**src/rtl/core/assert_macros.svh**
```systemverilog
// assertion macros used by the top level rtl file
`ifndef ASSERT_MACROS_SVH
`define ASSERT_MACROS_SVH

// checked on every rising edge of i_clk, off while i_rst_n is low
`define CSVFT_ASSERT(lbl, prop) \
    lbl: assert property (@(posedge i_clk) disable iff (!i_rst_n) prop) \
        else $error("csvft assertion failed");

// implication form, same clocking
`define CSVFT_ASSERT_IMP(lbl, pre, post) \
    `CSVFT_ASSERT(lbl, (pre) |-> (post))

`endif

```
**src/rtl/core/csvft_pkg.sv**
```systemverilog
// shared types, constants and helpers of the csv field classifier
package csvft_pkg;

    localparam logic [7:0]  C_NEWLINE   = 8'd10;
    localparam logic [7:0]  C_PLUS      = 8'd43;
    localparam logic [7:0]  C_MINUS     = 8'd45;
    localparam logic [7:0]  C_DOT       = 8'd46;
    localparam logic [7:0]  C_DELIM_RST = 8'd44;
    localparam logic [31:0] C_MAG_CAP   = 32'h8000_0000;
    localparam logic [31:0] C_INT_MAX   = 32'h7FFF_FFFF;

    typedef enum logic [1:0] {
        KIND_STR   = 2'd0,
        KIND_INT   = 2'd1,
        KIND_FLOAT = 2'd2
    } t_kind;

    typedef enum logic [4:0] {
        PH_LEAD  = 5'b00001,
        PH_SIGN  = 5'b00010,
        PH_BODY  = 5'b00100,
        PH_TRAIL = 5'b01000,
        PH_STR   = 5'b10000
    } t_phase;

    typedef struct packed {
        logic [7:0] text_byte;
        logic       final_byte;
    } t_req;

    typedef struct packed {
        t_kind              field_kind;
        logic signed [31:0] int_value;
        logic               int_overflow;
        logic [15:0]        byte_count;
        logic [7:0]         field_number;
        logic [31:0]        row_number;
    } t_result;

    function automatic logic is_blank(input logic [7:0] c);
        return (c == 8'd32) || ((c >= 8'd9) && (c <= 8'd13));
    endfunction

    function automatic logic is_digit(input logic [7:0] c);
        return (c >= 8'd48) && (c <= 8'd57);
    endfunction

endpackage

```
**src/rtl/core/csv_field_type_classifier.sv**
```systemverilog
// top level of the csv field splitter and type classifier
//
//  channel  | direction | handshake                     | carries
//  ---------+-----------+-------------------------------+------------------------------
//  text     | in        | i_text_valid / o_text_ready   | one byte, end of buffer flag
//  field    | out       | o_field_valid / i_field_ready | kind, value, length, position
//  delim    | in        | i_delim_we (no wait)          | field separator byte
//
//  one byte request per cycle while the result register is free; a byte is held
//  in the input register and its field result is then loaded into the result register
//  the per-byte state update (digit accumulate with multiply by ten) sets the cycle
//  reset is synchronous, active low; delimiter returns to comma
//  a stalled field request holds the result register; bytes keep flowing as
//  long as the result register is empty or being taken this cycle
`include "assert_macros.svh"

module csv_field_type_classifier (
    input  logic               i_clk,
    input  logic               i_rst_n,
    // configuration
    input  logic               i_delim_we,
    input  logic [7:0]         i_delim_data,
    // text byte requests
    input  logic               i_text_valid,
    output logic               o_text_ready,
    input  logic [7:0]         i_text_byte,
    input  logic               i_final_byte,
    // field result requests
    output logic               o_field_valid,
    input  logic               i_field_ready,
    output logic [1:0]         o_field_kind,
    output logic signed [31:0] o_int_value,
    output logic               o_int_overflow,
    output logic [15:0]        o_byte_count,
    output logic [7:0]         o_field_number,
    output logic [31:0]        o_row_number
);

    logic               in_valid;
    csvft_pkg::t_req    in_req;
    logic               take;
    logic               emit;
    logic               out_free;
    csvft_pkg::t_result scan_result;
    csvft_pkg::t_result out_result;

    // a byte is consumed only when the result register can take whatever it emits
    assign take = in_valid && out_free;

    csvft_in_stage u_in (
        .i_clk        (i_clk),
        .i_rst_n      (i_rst_n),
        .i_valid      (i_text_valid),
        .o_ready      (o_text_ready),
        .i_text_byte  (i_text_byte),
        .i_final_byte (i_final_byte),
        .i_take       (take),
        .o_valid      (in_valid),
        .o_req        (in_req)
    );

    csvft_scan u_scan (
        .i_clk        (i_clk),
        .i_rst_n      (i_rst_n),
        .i_delim_we   (i_delim_we),
        .i_delim_data (i_delim_data),
        .i_take       (take),
        .i_req        (in_req),
        .o_emit       (emit),
        .o_result     (scan_result)
    );

    csvft_out_stage u_out (
        .i_clk    (i_clk),
        .i_rst_n  (i_rst_n),
        .i_load   (take && emit),
        .i_result (scan_result),
        .i_ready  (i_field_ready),
        .o_valid  (o_field_valid),
        .o_free   (out_free),
        .o_result (out_result)
    );

    assign o_field_kind   = out_result.field_kind;
    assign o_int_value    = out_result.int_value;
    assign o_int_overflow = out_result.int_overflow;
    assign o_byte_count   = out_result.byte_count;
    assign o_field_number = out_result.field_number;
    assign o_row_number   = out_result.row_number;

    // header line never classifies as a number
    `CSVFT_ASSERT_IMP(a_header_is_string,
        o_field_valid && (o_row_number == 32'd0),
        o_field_kind == csvft_pkg::KIND_STR)

    // saturation flag only on integer fields
    `CSVFT_ASSERT_IMP(a_ovf_only_int,
        o_field_valid && o_int_overflow,
        o_field_kind == csvft_pkg::KIND_INT)

    // non-integer fields carry a zero value
    `CSVFT_ASSERT_IMP(a_value_zero_otherwise,
        o_field_valid && (o_field_kind != csvft_pkg::KIND_INT),
        o_int_value == 32'sd0)

    // a numeric field holds at least one byte
    `CSVFT_ASSERT_IMP(a_number_nonempty,
        o_field_valid && (o_field_kind != csvft_pkg::KIND_STR),
        o_byte_count != 16'd0)

endmodule

```
**src/rtl/core/csvft_in_stage.sv**
```systemverilog
// input register holding one text byte request
module csvft_in_stage (
    input  logic            i_clk,
    input  logic            i_rst_n,
    input  logic            i_valid,
    output logic            o_ready,
    input  logic [7:0]      i_text_byte,
    input  logic            i_final_byte,
    input  logic            i_take,
    output logic            o_valid,
    output csvft_pkg::t_req o_req
);

    logic            r_valid;
    logic            n_valid;
    csvft_pkg::t_req r_req;

    assign o_ready = !r_valid || i_take;
    assign o_valid = r_valid;
    assign o_req   = r_req;

    always_comb begin
        n_valid = r_valid;
        if (i_valid && o_ready) begin
            n_valid = 1'b1;
        end else if (i_take) begin
            n_valid = 1'b0;
        end
    end

    always_ff @(posedge i_clk) begin
        if (!i_rst_n) begin
            r_valid <= 1'b0;
        end else begin
            r_valid <= n_valid;
        end
    end

    always_ff @(posedge i_clk) begin
        if (i_valid && o_ready) begin
            r_req.text_byte  <= i_text_byte;
            r_req.final_byte <= i_final_byte;
        end
    end

endmodule

```
**src/rtl/core/csvft_scan.sv**
```systemverilog
// field splitter state, per byte classification and result build
module csvft_scan (
    input  logic               i_clk,
    input  logic               i_rst_n,
    input  logic               i_delim_we,
    input  logic [7:0]         i_delim_data,
    input  logic               i_take,
    input  csvft_pkg::t_req    i_req,
    output logic               o_emit,
    output csvft_pkg::t_result o_result
);

    logic [7:0]        r_delim;
    csvft_pkg::t_phase r_phase,   n_phase;
    logic              r_dot,     n_dot;
    logic              r_digit,   n_digit;
    logic              r_neg,     n_neg;
    logic [31:0]       r_mag,     n_mag;
    logic              r_sat,     n_sat;
    logic [15:0]       r_len,     n_len;
    logic [7:0]        r_field,   n_field;
    logic [31:0]       r_line,    n_line;

    // state after absorbing the byte
    csvft_pkg::t_phase a_phase;
    logic              a_dot;
    logic              a_digit;
    logic              a_neg;
    logic [31:0]       a_mag;
    logic              a_sat;
    logic [15:0]       a_len;

    // state that the emitted field is built from
    csvft_pkg::t_phase e_phase;
    logic              e_dot;
    logic              e_digit;
    logic              e_neg;
    logic [31:0]       e_mag;
    logic              e_sat;
    logic [15:0]       e_len;

    logic [7:0]  c;
    logic        is_nl;
    logic        is_delim;
    logic        is_dig;
    logic        is_blk;
    logic [35:0] mag_next;
    logic        clear;

    assign c        = i_req.text_byte;
    assign is_nl    = (c == csvft_pkg::C_NEWLINE);
    assign is_delim = !is_nl && (c == r_delim);
    assign is_dig   = csvft_pkg::is_digit(c);
    assign is_blk   = csvft_pkg::is_blank(c);
    // mag * 10 + digit, digit is the low nibble of an ascii digit
    assign mag_next = {1'b0, r_mag, 3'b000} + {3'b000, r_mag, 1'b0} + {32'd0, c[3:0]};

    always_comb begin
        a_phase = r_phase;
        a_dot   = r_dot;
        a_digit = r_digit;
        a_neg   = r_neg;
        a_mag   = r_mag;
        a_sat   = r_sat;
        a_len   = (r_len != 16'hFFFF) ? r_len + 16'd1 : r_len;
        case (r_phase)
            csvft_pkg::PH_LEAD, csvft_pkg::PH_SIGN, csvft_pkg::PH_BODY: begin
                if (is_dig) begin
                    a_digit = 1'b1;
                    a_phase = csvft_pkg::PH_BODY;
                    if (mag_next > {4'd0, csvft_pkg::C_MAG_CAP}) begin
                        a_mag = csvft_pkg::C_MAG_CAP;
                        a_sat = 1'b1;
                    end else begin
                        a_mag = mag_next[31:0];
                    end
                end else if ((c == csvft_pkg::C_DOT) && !r_dot) begin
                    a_dot   = 1'b1;
                    a_phase = csvft_pkg::PH_BODY;
                end else if (is_blk) begin
                    if (r_phase != csvft_pkg::PH_LEAD) begin
                        a_phase = csvft_pkg::PH_TRAIL;
                    end
                end else if (((c == csvft_pkg::C_PLUS) || (c == csvft_pkg::C_MINUS))
                             && (r_phase == csvft_pkg::PH_LEAD)) begin
                    a_neg   = (c == csvft_pkg::C_MINUS);
                    a_phase = csvft_pkg::PH_SIGN;
                end else begin
                    a_phase = csvft_pkg::PH_STR;
                end
            end
            csvft_pkg::PH_TRAIL: begin
                if (!is_blk) begin
                    a_phase = csvft_pkg::PH_STR;
                end
            end
            default: begin
                a_phase = csvft_pkg::PH_STR;
            end
        endcase
    end

    // newline and delimiter emit the field as it stands, other bytes after absorbing
    always_comb begin
        if (is_nl || is_delim) begin
            e_phase = r_phase;
            e_dot   = r_dot;
            e_digit = r_digit;
            e_neg   = r_neg;
            e_mag   = r_mag;
            e_sat   = r_sat;
            e_len   = r_len;
        end else begin
            e_phase = a_phase;
            e_dot   = a_dot;
            e_digit = a_digit;
            e_neg   = a_neg;
            e_mag   = a_mag;
            e_sat   = a_sat;
            e_len   = a_len;
        end
    end

    always_comb begin
        if (is_nl) begin
            o_emit = (r_len != 16'd0);
        end else if (is_delim) begin
            o_emit = 1'b1;
        end else begin
            o_emit = i_req.final_byte;
        end
    end

    always_comb begin
        o_result.field_kind   = csvft_pkg::KIND_STR;
        o_result.int_value    = '0;
        o_result.int_overflow = 1'b0;
        o_result.byte_count   = e_len;
        o_result.field_number = r_field;
        o_result.row_number   = r_line;
        if ((e_phase != csvft_pkg::PH_STR) && e_digit && (r_line != 32'd0)) begin
            o_result.field_kind = e_dot ? csvft_pkg::KIND_FLOAT : csvft_pkg::KIND_INT;
        end
        if ((e_phase != csvft_pkg::PH_STR) && e_digit && (r_line != 32'd0) && !e_dot) begin
            if (e_neg) begin
                o_result.int_overflow = e_sat;
                o_result.int_value    = $signed(32'd0 - e_mag);
            end else if (e_mag >= csvft_pkg::C_MAG_CAP) begin
                o_result.int_overflow = 1'b1;
                o_result.int_value    = $signed(csvft_pkg::C_INT_MAX);
            end else begin
                o_result.int_value    = $signed(e_mag);
            end
        end
    end

    assign clear = is_nl || is_delim || i_req.final_byte;

    always_comb begin
        n_phase = a_phase;
        n_dot   = a_dot;
        n_digit = a_digit;
        n_neg   = a_neg;
        n_mag   = a_mag;
        n_sat   = a_sat;
        n_len   = a_len;
        n_field = r_field;
        n_line  = r_line;
        if (clear) begin
            n_phase = csvft_pkg::PH_LEAD;
            n_dot   = 1'b0;
            n_digit = 1'b0;
            n_neg   = 1'b0;
            n_mag   = '0;
            n_sat   = 1'b0;
            n_len   = '0;
        end
        if (is_nl) begin
            n_field = '0;
            if (r_line != 32'hFFFF_FFFF) begin
                n_line = r_line + 32'd1;
            end
        end else if (is_delim && (r_field != 8'hFF)) begin
            n_field = r_field + 8'd1;
        end
        // end of buffer starts over at line 0
        if (i_req.final_byte) begin
            n_field = '0;
            n_line  = '0;
        end
    end

    always_ff @(posedge i_clk) begin
        if (!i_rst_n) begin
            r_delim <= csvft_pkg::C_DELIM_RST;
        end else if (i_delim_we) begin
            r_delim <= i_delim_data;
        end
    end

    always_ff @(posedge i_clk) begin
        if (!i_rst_n) begin
            r_phase <= csvft_pkg::PH_LEAD;
            r_dot   <= 1'b0;
            r_digit <= 1'b0;
            r_neg   <= 1'b0;
            r_mag   <= '0;
            r_sat   <= 1'b0;
            r_len   <= '0;
            r_field <= '0;
            r_line  <= '0;
        end else if (i_take) begin
            r_phase <= n_phase;
            r_dot   <= n_dot;
            r_digit <= n_digit;
            r_neg   <= n_neg;
            r_mag   <= n_mag;
            r_sat   <= n_sat;
            r_len   <= n_len;
            r_field <= n_field;
            r_line  <= n_line;
        end
    end

endmodule

```
**src/rtl/core/csvft_out_stage.sv**
```systemverilog
// result register in front of the field request channel
module csvft_out_stage (
    input  logic               i_clk,
    input  logic               i_rst_n,
    input  logic               i_load,
    input  csvft_pkg::t_result i_result,
    input  logic               i_ready,
    output logic               o_valid,
    output logic               o_free,
    output csvft_pkg::t_result o_result
);

    logic               r_valid;
    logic               n_valid;
    csvft_pkg::t_result r_result;

    assign o_free   = !r_valid || i_ready;
    assign o_valid  = r_valid;
    assign o_result = r_result;

    always_comb begin
        n_valid = r_valid;
        if (i_load) begin
            n_valid = 1'b1;
        end else if (i_ready) begin
            n_valid = 1'b0;
        end
    end

    always_ff @(posedge i_clk) begin
        if (!i_rst_n) begin
            r_valid <= 1'b0;
        end else begin
            r_valid <= n_valid;
        end
    end

    always_ff @(posedge i_clk) begin
        if (i_load) begin
            r_result <= i_result;
        end
    end

endmodule

```
**config.mk**
```make
export PLATFORM = sky130hd
export DESIGN_NAME = csv_field_type_classifier
export DESIGN_NICKNAME = d
export VERILOG_FILES = /design/src/rtl/core/csvft_pkg.sv /design/src/rtl/core/csv_field_type_classifier.sv /design/src/rtl/core/csvft_in_stage.sv /design/src/rtl/core/csvft_scan.sv /design/src/rtl/core/csvft_out_stage.sv
export VERILOG_INCLUDE_DIRS = /design/src /design/src/rtl/core
export SDC_FILE = /design/constraint.sdc
export NUM_CORES = 1
export LEC_CHECK = 0
export ABC_CLOCK_PERIOD_IN_PS = 9600
export BUFFER_PORTS_ARGS = -buffer_cell sky130_fd_sc_hd__clkbuf_2
export CAP_MARGIN = 20
export CORE_MARGIN = 2
export CORE_UTILIZATION = 25
export DETAILED_ROUTE_END_ITERATION = 10
export GPL_ROUTABILITY_DRIVEN = 0
export GPL_TIMING_DRIVEN = 0
export PLACE_DENSITY_LB_ADDON = 0.15
export SLEW_MARGIN = 20
export SYNTH_ARGS = -nofsm -noshare
export SYNTH_HDL_FRONTEND = slang
export SYNTH_SLANG_ARGS = --single-unit
```
**constraint.sdc**
```tcl
create_clock -name i_clk -period 9.6 [get_ports i_clk]
set_input_delay 1.92 -clock i_clk [delete_from_list [all_inputs] [get_ports i_clk]]
set_output_delay 1.92 -clock i_clk [all_outputs]
set_load 0.005 [all_outputs]
```
==> flow_metrics.py, run 1 <==
metrics = {
    "drt": {
        "detailroute.wirelength.met2_um": 17940,
        "met3_wirelength_um": 1751,
        "drt-met1-wl_um": 19210,
        "routed_wirelength_um": 39800,
        "top_signal_layer_used": "met4",
        "vias": 10880,
        "route.detailed.wl_per_inst_um": 18.37,
        "drt.antenna.violating_nets": 0,
        "number_of_optimization_iterations_in_the_first_detailed_route_pass": 6,
        "viasPerCell": 5.022,
        "drcViolationCount": 0,
        "drt_iter0_markers": 754,
    },
    "critical_path": {
        "critical_path_cell_count": 22,
        "worst_path_cell_with_the_longest_stage_delay": "or4_1",
        "arrival_ns": 7.47,
        "worst-path-buf-inv": 4,
        "cp_top_family": "compound AO/OA/AOI/OAI gates",
        "slowest_delay_ns": 0.63,
        "path_cells": "inv_1 > fa_1 > inv_1 > ha_1 > a211oi_2 > o21ai_2 > a32oi_1 > o21ai_1 > xor2_1 > or4_1 > or4b_1 > o41ai_4 > and2_1 > buf_2 > buf_6 > a22oi_1 > ha_1 > o21ai_0 > a31oi_1 > nand2_1 > o21ai_1 > a221oi_1",
        "crit_path_max_fanout": 10,
        "timing.critical_path.required_ns": 9.84,
        "ws_path_type": "reg2reg",
        "worstRegToRegCells": 22,
        "crit_path_end_kind": "flop",
        "startpoint_type": "flop",
    },
    "floorplan": {
        "floorplan.initialDensity_pct": 25.32,
        "core_area_um2": 48850,
        "die_y_um": 226.4,
        "die_area_um2": 51270,
        "io-pin-count": 115,
        "std_cell_rows": 81,
        "dieWidth_um": 226.4,
    },
    "layout": {
        "syn_to_final_growth_pct": 19.24,
        "layout.core_utilization_pct": 30.19,
        "final_cells": 2167,
        "layout.nets": 1578,
        "n_antenna_cell": 0,
        "drive_above_1_share_pct": 13.04,
    },
    "timing": {
        "worst-slew-pin-transition_ns": 0.9875,
        "fin_tns_setup_ns": 0,
        "slew_violations": 0,
        "max_slew_margin_pct": 33.66,
        "setup-violations-final": 0,
        "hold_viol": 0,
        "timing.fmax_ghz": 0.1384,
        "period_needed_ns": 7.227,
        "post-route-period-util_pct": 75.28,
        "final.setup_skew_ns": 0.02076,
        "rsz0062_at_grt": "no",
    },
    "clock_network": {
        "cts_tree": "yes",
        "cts_inserted_buffers": 24,
        "worst_setup_hold_path_clk_slew_ns": 0.06,
        "cts_root_buffer": "clkbuf_16",
        "ctsResizeCount": 0,
        "cts_max_path_buffers": 3,
        "worstSkewPairLatency_ns": 0.53,
        "cts.sinks": 207,
        "htree_levels": 1,
        "cts_hold_repair.buffers": 0,
        "postCtsSetupBuffers": 0,
    },
    "pwr": {
        "worst_case_vdd_ir_drop_uv": 113.7,
        "cell_leakage_power_nw": 5.591,
        "power.density_nw_per_um2": 135.2,
    },
    "global_routing": {
        "gr-usage-all-layers_pct": 15.35,
        "grt_antenna_before_repair": 0,
        "grt_start_max_net_pins": 25,
        "via_count_of_the_first_global_routing_pass": 10460,
        "grt_pass1_wl_um": 61790,
        "grt_overflow_total": 0,
    },
    "placed_design": {
        "post-dp-hpwl_um": 31060,
        "portBuffers": 113,
        "placedCellCount": 2123,
    },
    "job": {
        "max_cap_violations": 0,
    },
    "synthesis": {
        "ys_ff_latch": 207,
        "post_synth.cell_area_avg_um2": 9.231,
        "yosysWarnings": 0,
        "synth_largest_type_area_fraction_pct": 24.28,
        "synth_top_cells_by_area": "edfxtp_1, dfxtp_1, ha_1",
        "asyncSetResetFlopFracSynth_pct": 0,
        "synth_enable_flop_cells": 100,
        "synthDistinctLibCells": 74,
        "mappedNetlistArea_um2": 12370,
        "synthesis.nets": 1433,
        "synth_most_common_cell": "nor2_1",
        "post-synth-top-area-cell": "edfxtp_1",
        "synth-seq-area-share_pct": 41.59,
        "synth.cells.most_frequent": "nor2_1, dfxtp_1, nand2_1",
        "ys_dominant_reg_cell": "dfxtp_1",
        "synth_instances": 1340,
    },
    "min_path": {
        "worstHoldPathType": "reg2reg",
        "timing.hold.worst_path_depth": 2,
    },
    "status": {
        "run_status": "finished clean",
    },
}
placed cells by master, fill, tap and decap left out, types with 38 or more instances in the layout:
| cell | netlist | routed |
|---|---|---|
| nor2_1 | 118 | 118 |
| clkbuf_2 | 0 | 113 |
| dfxtp_1 | 107 | 107 |
| nand2_1 | 102 | 102 |
| edfxtp_1 | 100 | 100 |
| a21oi_1 | 72 | 71 |
| ha_1 | 69 | 69 |
| clkbuf_1 | 58 | 61 |
| a22oi_1 | 58 | 58 |
| o21ai_0 | 58 | 57 |
| nor2b_1 | 56 | 56 |
| xor2_1 | 51 | 51 |
| xnor2_1 | 40 | 40 |
| nand3_1 | 38 | 38 |
final cells by class:
class                      count  area [um2]
inverter                      32       120.1
fill                        5164       34100
multi-input combinational   1034        6858
tap                          664       830.8
buffer                        67       269.0
sequential                   207        5145
timing repair buffer         119       698.2
clock buffer                  31       700.7
clock inverter                13       127.6
registers in the layout, indices dropped and copies added, names as in the netlist:
| register | cells |
|---|---|
| u_scan.r_field | 8 |
| u_scan.r_line | 32 |
| u_scan.r_delim | 8 |
| u_out.o_result | 91 |
| u_scan.r_neg | 1 |
| u_scan.r_sat | 1 |
| u_in.o_req | 9 |
| u_scan.r_dot | 1 |
| u_scan.r_mag | 32 |
| u_scan.r_len | 16 |
| u_scan.r_digit | 1 |
| u_in.o_valid | 1 |
| u_out.o_valid | 1 |
| u_scan.r_phase | 5 |
final timing paths:
path,startpoint,to,slack (ns)
max,u_in.o_req[4]$_DFFE_PP_,u_out.o_result[65]$_SDFFCE_PN0P_,2.37
min,u_scan.r_sat$_SDFFE_PN0P_,u_scan.r_sat$_SDFFE_PN0P_,0.48
max reg2reg,u_in.o_req[4]$_DFFE_PP_,u_out.o_result[65]$_SDFFCE_PN0P_,2.37
min reg2reg,u_scan.r_sat$_SDFFE_PN0P_,u_scan.r_sat$_SDFFE_PN0P_,0.48
kinds of logic after synthesis:
family	share of synthesized area (%)
simple gates	20.59
compound gates	20.01
flops	41.59
buf+inv	3.146
xor+xnor	6.444
fa+ha+maj	7.303
mux	0.9104
per-stage QoR:
step	power (mW)	hold slack, ns	instance area [um2]	setup WS [ns]
after floorplan	1.016	0.4304	12370	1.873
after global placement	1.058	0.4598	13770	-1.639
after detailed placement	1.059	0.4650	13920	2.502
after CTS	2.032	0.4810	14740	2.447
after global routing	2.070	0.5037	14750	1.969
final	1.994	0.4785	14750	2.373
routing by layer:
| metal | GRT usage (%) | up-vias |
|---|---|---|
| li1 | - | 5316 |
| met3 | 1.568 | 58 |
| met2 | 24.48 | 294 |
| met5 | 0 | - |
| met1 | 21.98 | 5214 |
| met4 | 4.160 | 0 |
tightest hold or removal path, cell delays in order, from the launching register on:
cell,delay (ns)
dfxtp_1,0.34
a31oi_1,0.04
nor2_1,0.07
power breakdown:
| part | internal (mW) | switching (mW) |
|---|---|---|
| registers | 0.934 | 0.00904 |
| clock network | 0.572 | 0.383 |
| logic | 0.0342 | 0.0612 |
No activity file was read; power rests on OpenSTA's default activity.
==> run 2: changes to the inputs <==
- ABC_CLOCK_PERIOD_IN_PS: 9600 -> 7000
- clock period: 9.6 -> 7 ns (I/O delays scaled with it)
==> flow_metrics.py, run 2 (synthesis gave the netlist of run 1 again) <==
metrics = {
    "status": {
        "run_status": "finished clean",
    },
    "global_routing": {
        "use_met2_pct": 25.22,
        "grt_antenna_before_repair": 0,
        "grt_pass1_wl_um": 61640,
        "gr-usage-met3_pct": 1.425,
        "grt_overflow_total": 0,
        "gr-usage-all-layers_pct": 15.30,
        "via_count_of_the_first_global_routing_pass": 10660,
        "groute.layer.met1.usage_pct": 21.07,
        "grt_start_max_net_pins": 25,
        "globalRoute.busiestLayer": "met2",
    },
    "layout": {
        "drive_above_1_share_pct": 13.37,
        "final_cells": 2167,
        "largest_register_ffs": 91,
        "layout.nets": 1578,
        "layout.core_utilization_pct": 30.29,
        "syn_to_final_growth_pct": 19.61,
        "layout_commonest_cell": "nor2_1",
        "n_antenna_cell": 0,
        "layout_common_cells": "nor2_1, clkbuf_2, dfxtp_1, nand2_1, edfxtp_1",
        "finish.instance_area_um2": 14800,
    },
    "timing": {
        "fin_tns_setup_ns": 0,
        "max_slew_margin_pct": 34.32,
        "final_critical_path_setup_slack_ns": 0.3596,
        "setup-violations-final": 0,
        "period_needed_ns": 6.640,
        "post-route-period-util_pct": 94.86,
        "slew_violations": 0,
        "final.setup_skew_ns": 0.01879,
        "hold_viol": 0,
        "worst-slew-pin-transition_ns": 0.9794,
        "timing.fmax_ghz": 0.1506,
    },
    "min_path": {
        "min-delay-start": "u_scan.r_digit$_SDFFE_PN0P_",
        "timing.hold.worst_path_depth": 2,
        "hold_path_endpoint": "u_scan.r_digit$_SDFFE_PN0P_",
        "worstHoldPathType": "reg2reg",
    },
    "placed_design": {
        "placedCellCount": 2122,
        "portBuffers": 113,
        "preCtsSetupSlack_ns": -0.1590,
        "post-dp-hpwl_um": 31110,
        "placedInstanceArea_um2": 13890,
    },
    "drt": {
        "vias": 10920,
        "routed_wirelength_um": 39950,
        "number_of_optimization_iterations_in_the_first_detailed_route_pass": 5,
        "viasPerCell": 5.038,
        "drt.antenna.violating_nets": 0,
        "drcViolationCount": 0,
        "drt_iter0_markers": 806,
        "route.detailed.wl_per_inst_um": 18.44,
    },
    "pwr": {
        "worst_case_vdd_ir_drop_uv": 156.7,
        "power.density_nw_per_um2": 187.3,
        "cell_leakage_power_nw": 5.605,
    },
    "clock_network": {
        "cts_tree": "yes",
        "cts.sinks": 207,
        "worstSkewPairLatency_ns": 0.53,
        "cts_inserted_buffers": 24,
        "htree_levels": 1,
        "worst_setup_hold_path_clk_slew_ns": 0.07,
        "cts_max_path_buffers": 3,
        "cts_root_buffer": "clkbuf_16",
    },
    "critical_path": {
        "path_cells": "inv_1 > fa_1 > inv_1 > ha_1 > a211oi_2 > o21ai_2 > a32oi_1 > o21ai_4 > xor2_1 > or4_1 > or4b_1 > o41ai_4 > and2_1 > buf_2 > buf_6 > a22oi_1 > ha_1 > o21ai_0 > a311oi_4 > and2_1 > or2_1 > a221oi_1",
        "cp_top_family": "compound AO/OA/AOI/OAI gates",
        "slowest_delay_ns": 0.61,
        "ws_path_type": "reg2reg",
        "crit_path_max_fanout": 10,
        "worst_path_cell_with_the_longest_stage_delay": "or4_1",
        "r2r_start": "u_in.o_req[4]$_DFFE_PP_",
        "startpoint_type": "flop",
        "worstRegToRegCells": 22,
        "worst-path-buf-inv": 4,
        "r2r_slack_ns": 0.36,
        "arrival_ns": 6.96,
        "critical_path.reg2reg.endpoint": "u_out.o_result[79]$_SDFFCE_PN0P_",
        "crit_path_end_kind": "flop",
        "timing.critical_path.required_ns": 7.32,
    },
    "floorplan": {
        "core_area_um2": 48850,
        "std_cell_rows": 81,
        "die_y_um": 226.4,
        "io-pin-count": 115,
        "die_area_um2": 51270,
        "dieWidth_um": 226.4,
        "floorplan.initialDensity_pct": 25.32,
    },
    "job": {
        "max_cap_violations": 0,
    },
}
-- run 2: per-layer routing --
layer | up-vias | part of all wire [%] | routed length [um]
li1 | 5325 | - | -
met1 | 5276 | 48 | 19200
met2 | 261 | 46 | 18290
met3 | 55 | 3.5 | 1413
met4 | 0 | 2.6 | 1039
met5 | - | 0 | 0
-- run 2: power breakdown --
part / total (mW) / internal, mW / switching (mW)
Sequential: 1.29 / 1.28 / 0.0127
Combinational: 0.129 / 0.0459 / 0.0832
Clock: 1.35 / 0.823 / 0.525
-- run 2: worst min-delay path, delay by kind of cell (launching register included) --
kind	cells	cell delay [ns]
DFF	1	0.32
AOI/OAI and AO/OA	1	0.04
and+or+nand+nor	1	0.07
-- run 2: stage by stage --
step	total power, mW	hold WS, ns
3_3_place_gp	1.447	0.4470
4_1_cts	2.813	0.4707
3_5_place_dp	1.451	0.4564
5_1_grt	2.865	0.4853
6_report	2.771	0.4719
2_1_floorplan	1.392	0.4304
-- run 2: repair_timing --
action | 4_1_cts | 5_1_grt
setup buffers | 1 | 0
endpoints found under the setup margin | 5 | 14
gates cloned | 0 | 0
pin swaps | 1 | 1
resized for setup | 0 | 6
hold buffers | 0 | 0
-- run 2: final cells by class --
| type | instances | area, um2 |
|---|---|---|
| buffer | 67 | 269.0 |
| timing repair buffer | 119 | 678.2 |
| multi-input combinational | 1034 | 6894 |
| fill | 5188 | 34050 |
| sequential | 207 | 5145 |
| tap | 664 | 830.8 |
| clock inverter | 17 | 205.2 |
| clock buffer | 27 | 653.1 |
| inverter | 32 | 120.1 |
-- run 2: how the worst max path moves through the flow --
stage	start	end	slack [ns]	depth (start not counted)
after floorplan	u_in.o_req[4]$_DFFE_PP_	u_out.o_result[87]$_SDFFCE_PN0P_	1.17	21
after global placement	u_in.o_req[2]$_DFFE_PP_	u_out.o_result[16]$_DFFE_PP_	-0.90	9
after detailed placement	u_in.o_req[4]$_DFFE_PP_	u_out.o_result[77]$_SDFFCE_PN0P_	-0.16	21
after CTS	u_in.o_req[4]$_DFFE_PP_	u_out.o_result[77]$_SDFFCE_PN0P_	0.01	21
after global routing	u_in.o_req[4]$_DFFE_PP_	u_out.o_result[73]$_SDFFCE_PN0P_	-0.01	21
final	u_in.o_req[4]$_DFFE_PP_	u_out.o_result[79]$_SDFFCE_PN0P_	0.36	22
==> run 3: changes to the inputs <==
- PLACE_DENSITY: default -> 0.51
- PLACE_DENSITY_LB_ADDON: 0.15 -> default
==> flow_metrics.py, run 3 (synthesis gave the netlist of run 1 again) <==
metrics = {
    "timing": {
        "slew_violations": 0,
        "max_slew_margin_pct": 26.03,
        "period_needed_ns": 6.602,
        "whs_ns": 0.4778,
        "worst-slew-pin-transition_ns": 1.101,
        "timing.fmax_ghz": 0.1515,
        "post-route-period-util_pct": 94.32,
        "final.setup_skew_ns": 0.02578,
        "hold_viol": 0,
        "rsz0062_at_grt": "no",
        "final_critical_path_setup_slack_ns": 0.3977,
        "setup-violations-final": 0,
    },
    "floorplan": {
        "std_cell_rows": 81,
        "floorplan.initialDensity_pct": 25.32,
        "io-pin-count": 115,
        "die_y_um": 226.4,
        "core_area_um2": 48850,
        "die_area_um2": 51270,
        "dieWidth_um": 226.4,
    },
    "global_routing": {
        "grt_pass1_wl_um": 58090,
        "grt_antenna_before_repair": 3,
        "grt_start_max_net_pins": 25,
        "grt_overflow_total": 0,
        "via_count_of_the_first_global_routing_pass": 10280,
        "gr-usage-all-layers_pct": 14.18,
    },
    "placed_design": {
        "preCtsSetupSlack_ns": -0.07577,
        "portBuffers": 113,
        "placedInstanceArea_um2": 13890,
        "post-dp-hpwl_um": 29010,
    },
    "layout": {
        "syn_to_final_growth_pct": 18.20,
        "layout_commonest_cell": "nor2_1",
        "largest_register_ffs": 91,
        "drive_above_1_share_pct": 12.82,
        "finish.instance_area_um2": 14620,
        "n_antenna_cell": 0,
        "layout.nets": 1575,
        "layout_common_cells": "nor2_1, clkbuf_2, dfxtp_1, nand2_1, edfxtp_1",
        "layout.core_utilization_pct": 29.93,
    },
    "critical_path": {
        "timing.critical_path.required_ns": 7.30,
        "crit_path_end_kind": "flop",
        "startpoint_type": "flop",
        "worst_path_cell_with_the_longest_stage_delay": "or4_1",
        "crit_path_max_fanout": 10,
        "arrival_ns": 6.90,
        "slowest_delay_ns": 0.61,
        "path_cells": "inv_1 > fa_1 > inv_1 > ha_1 > a211oi_2 > o21ai_2 > a32oi_1 > o21ai_4 > xor2_1 > or4_1 > or4b_1 > o41ai_4 > and2_1 > buf_2 > buf_6 > a22oi_1 > ha_1 > o21ai_0 > a311oi_2 > and2_1 > and4_1 > a2111oi_2",
        "ws_path_type": "reg2reg",
    },
    "clock_network": {
        "htree_levels": 1,
        "worst_setup_hold_path_clk_slew_ns": 0.06,
        "cts_hold_repair.buffers": 0,
        "cts_inserted_buffers": 22,
        "worstSkewPairLatency_ns": 0.53,
        "cts_max_path_buffers": 3,
        "cts_root_buffer": "clkbuf_16",
        "cts.sinks": 207,
        "cts_tree": "yes",
    },
    "drt": {
        "number_of_optimization_iterations_in_the_first_detailed_route_pass": 6,
        "drt_iter0_markers": 913,
        "drcViolationCount": 0,
        "vias": 10880,
        "route.detailed.wl_per_inst_um": 17.11,
        "viasPerCell": 5.032,
        "drt.antenna.violating_nets": 0,
        "routed_wirelength_um": 37000,
    },
    "min_path": {
        "worstHoldPathType": "reg2reg",
    },
    "pwr": {
        "power_switching_share_pct": 23.38,
        "cell_internal_pwr_mw": 1.947,
        "power.share.combinational_pct": 5.0,
        "power.sequential.fraction_pct": 50.9,
        "clockPowerShare_pct": 44.1,
        "power.density_nw_per_um2": 173.8,
        "total_switching_power_uw": 594.2,
        "worst_case_vdd_ir_drop_uv": 141.2,
        "cell_leakage_power_nw": 5.511,
    },
    "job": {
        "max_cap_violations": 0,
    },
    "status": {
        "run_status": "finished clean",
    },
}
[run 3: cell count changes in the layout (fill, tap and decap cells not counted), sizes merged]
cell | previous run | this run
clkbuf | 198 | 195
buf | 15 | 14
inv | 33 | 32
bufinv | 4 | 1
clkinvlp | 2 | 3
clkinv | 10 | 12
[run 3: layout make-up]
cell class / count / area [um2]
Buffer: 67 / 269.0
Clock buffer: 24 / 558.0
Clock inverter: 16 / 130.1
Fill cell: 5243 / 34230
Inverter: 32 / 120.1
Multi-Input combinational cell: 1034 / 6884
Sequential cell: 207 / 5145
Tap cell: 664 / 830.8
Timing Repair Buffer: 118 / 683.2
[run 3: layer usage]
layer	track usage, %	wire, um
met5	0	41
met4	4.754	1086
met3	1.685	1656
met2	23.11	16900
met1	19.43	17320
[run 3: worst paths after layout]
| kind | startpoint | endpoint | slack (ns) | cells past startpoint |
|---|---|---|---|---|
| max | u_in.o_req[4]$_DFFE_PP_ | u_out.o_result[87]$_SDFFCE_PN0P_ | 0.40 | 22 |
| min | u_scan.r_line[20]$_SDFFE_PN0P_ | u_out.o_result[20]$_DFFE_PP_ | 0.48 | 0 |
| max reg2reg | u_in.o_req[4]$_DFFE_PP_ | u_out.o_result[87]$_SDFFCE_PN0P_ | 0.40 | 22 |
| min reg2reg | u_scan.r_line[20]$_SDFFE_PN0P_ | u_out.o_result[20]$_DFFE_PP_ | 0.48 | 0 |
[run 3: power groups by stage]
stage | sequential, mW | combinational, mW | clock [mW]
CTS | 1.29 | 0.128 | 1.15
floorplan | 1.32 | 0.0735 | 0
global route | 1.29 | 0.140 | 1.19
detailed placement | 1.32 | 0.127 | 0
finish | 1.29 | 0.127 | 1.12
global placement | 1.32 | 0.120 | 0
[run 3: metrics by stage]
step | cells | setup TNS [ns] | total power [mW]
after detailed placement | 2121 | -0.07577 | 1.447
after CTS | 2162 | 0 | 2.571
after global routing | 2162 | 0 | 2.626
final | 2162 | 0 | 2.541
after floorplan | 1340 | 0 | 1.392
after global placement | 2117 | -19.53 | 1.442
[run 3: repair_timing]
item | 4_1_cts | 5_1_grt
setup buffers | 1 | 0
pin swaps | 1 | 0
endpoints found under the setup margin | 4 | 11
gates resized for setup | 1 | 5
[run 3: critical path: cells and delay by family (launching register included)]
kind | cells | cell delay [ns]
compound gates | 9 | 2.14
xor+xnor | 1 | 0.23
fa+ha+maj | 3 | 1.18
buf+inv | 4 | 0.52
flops | 1 | 0.45
simple gates | 5 | 1.83
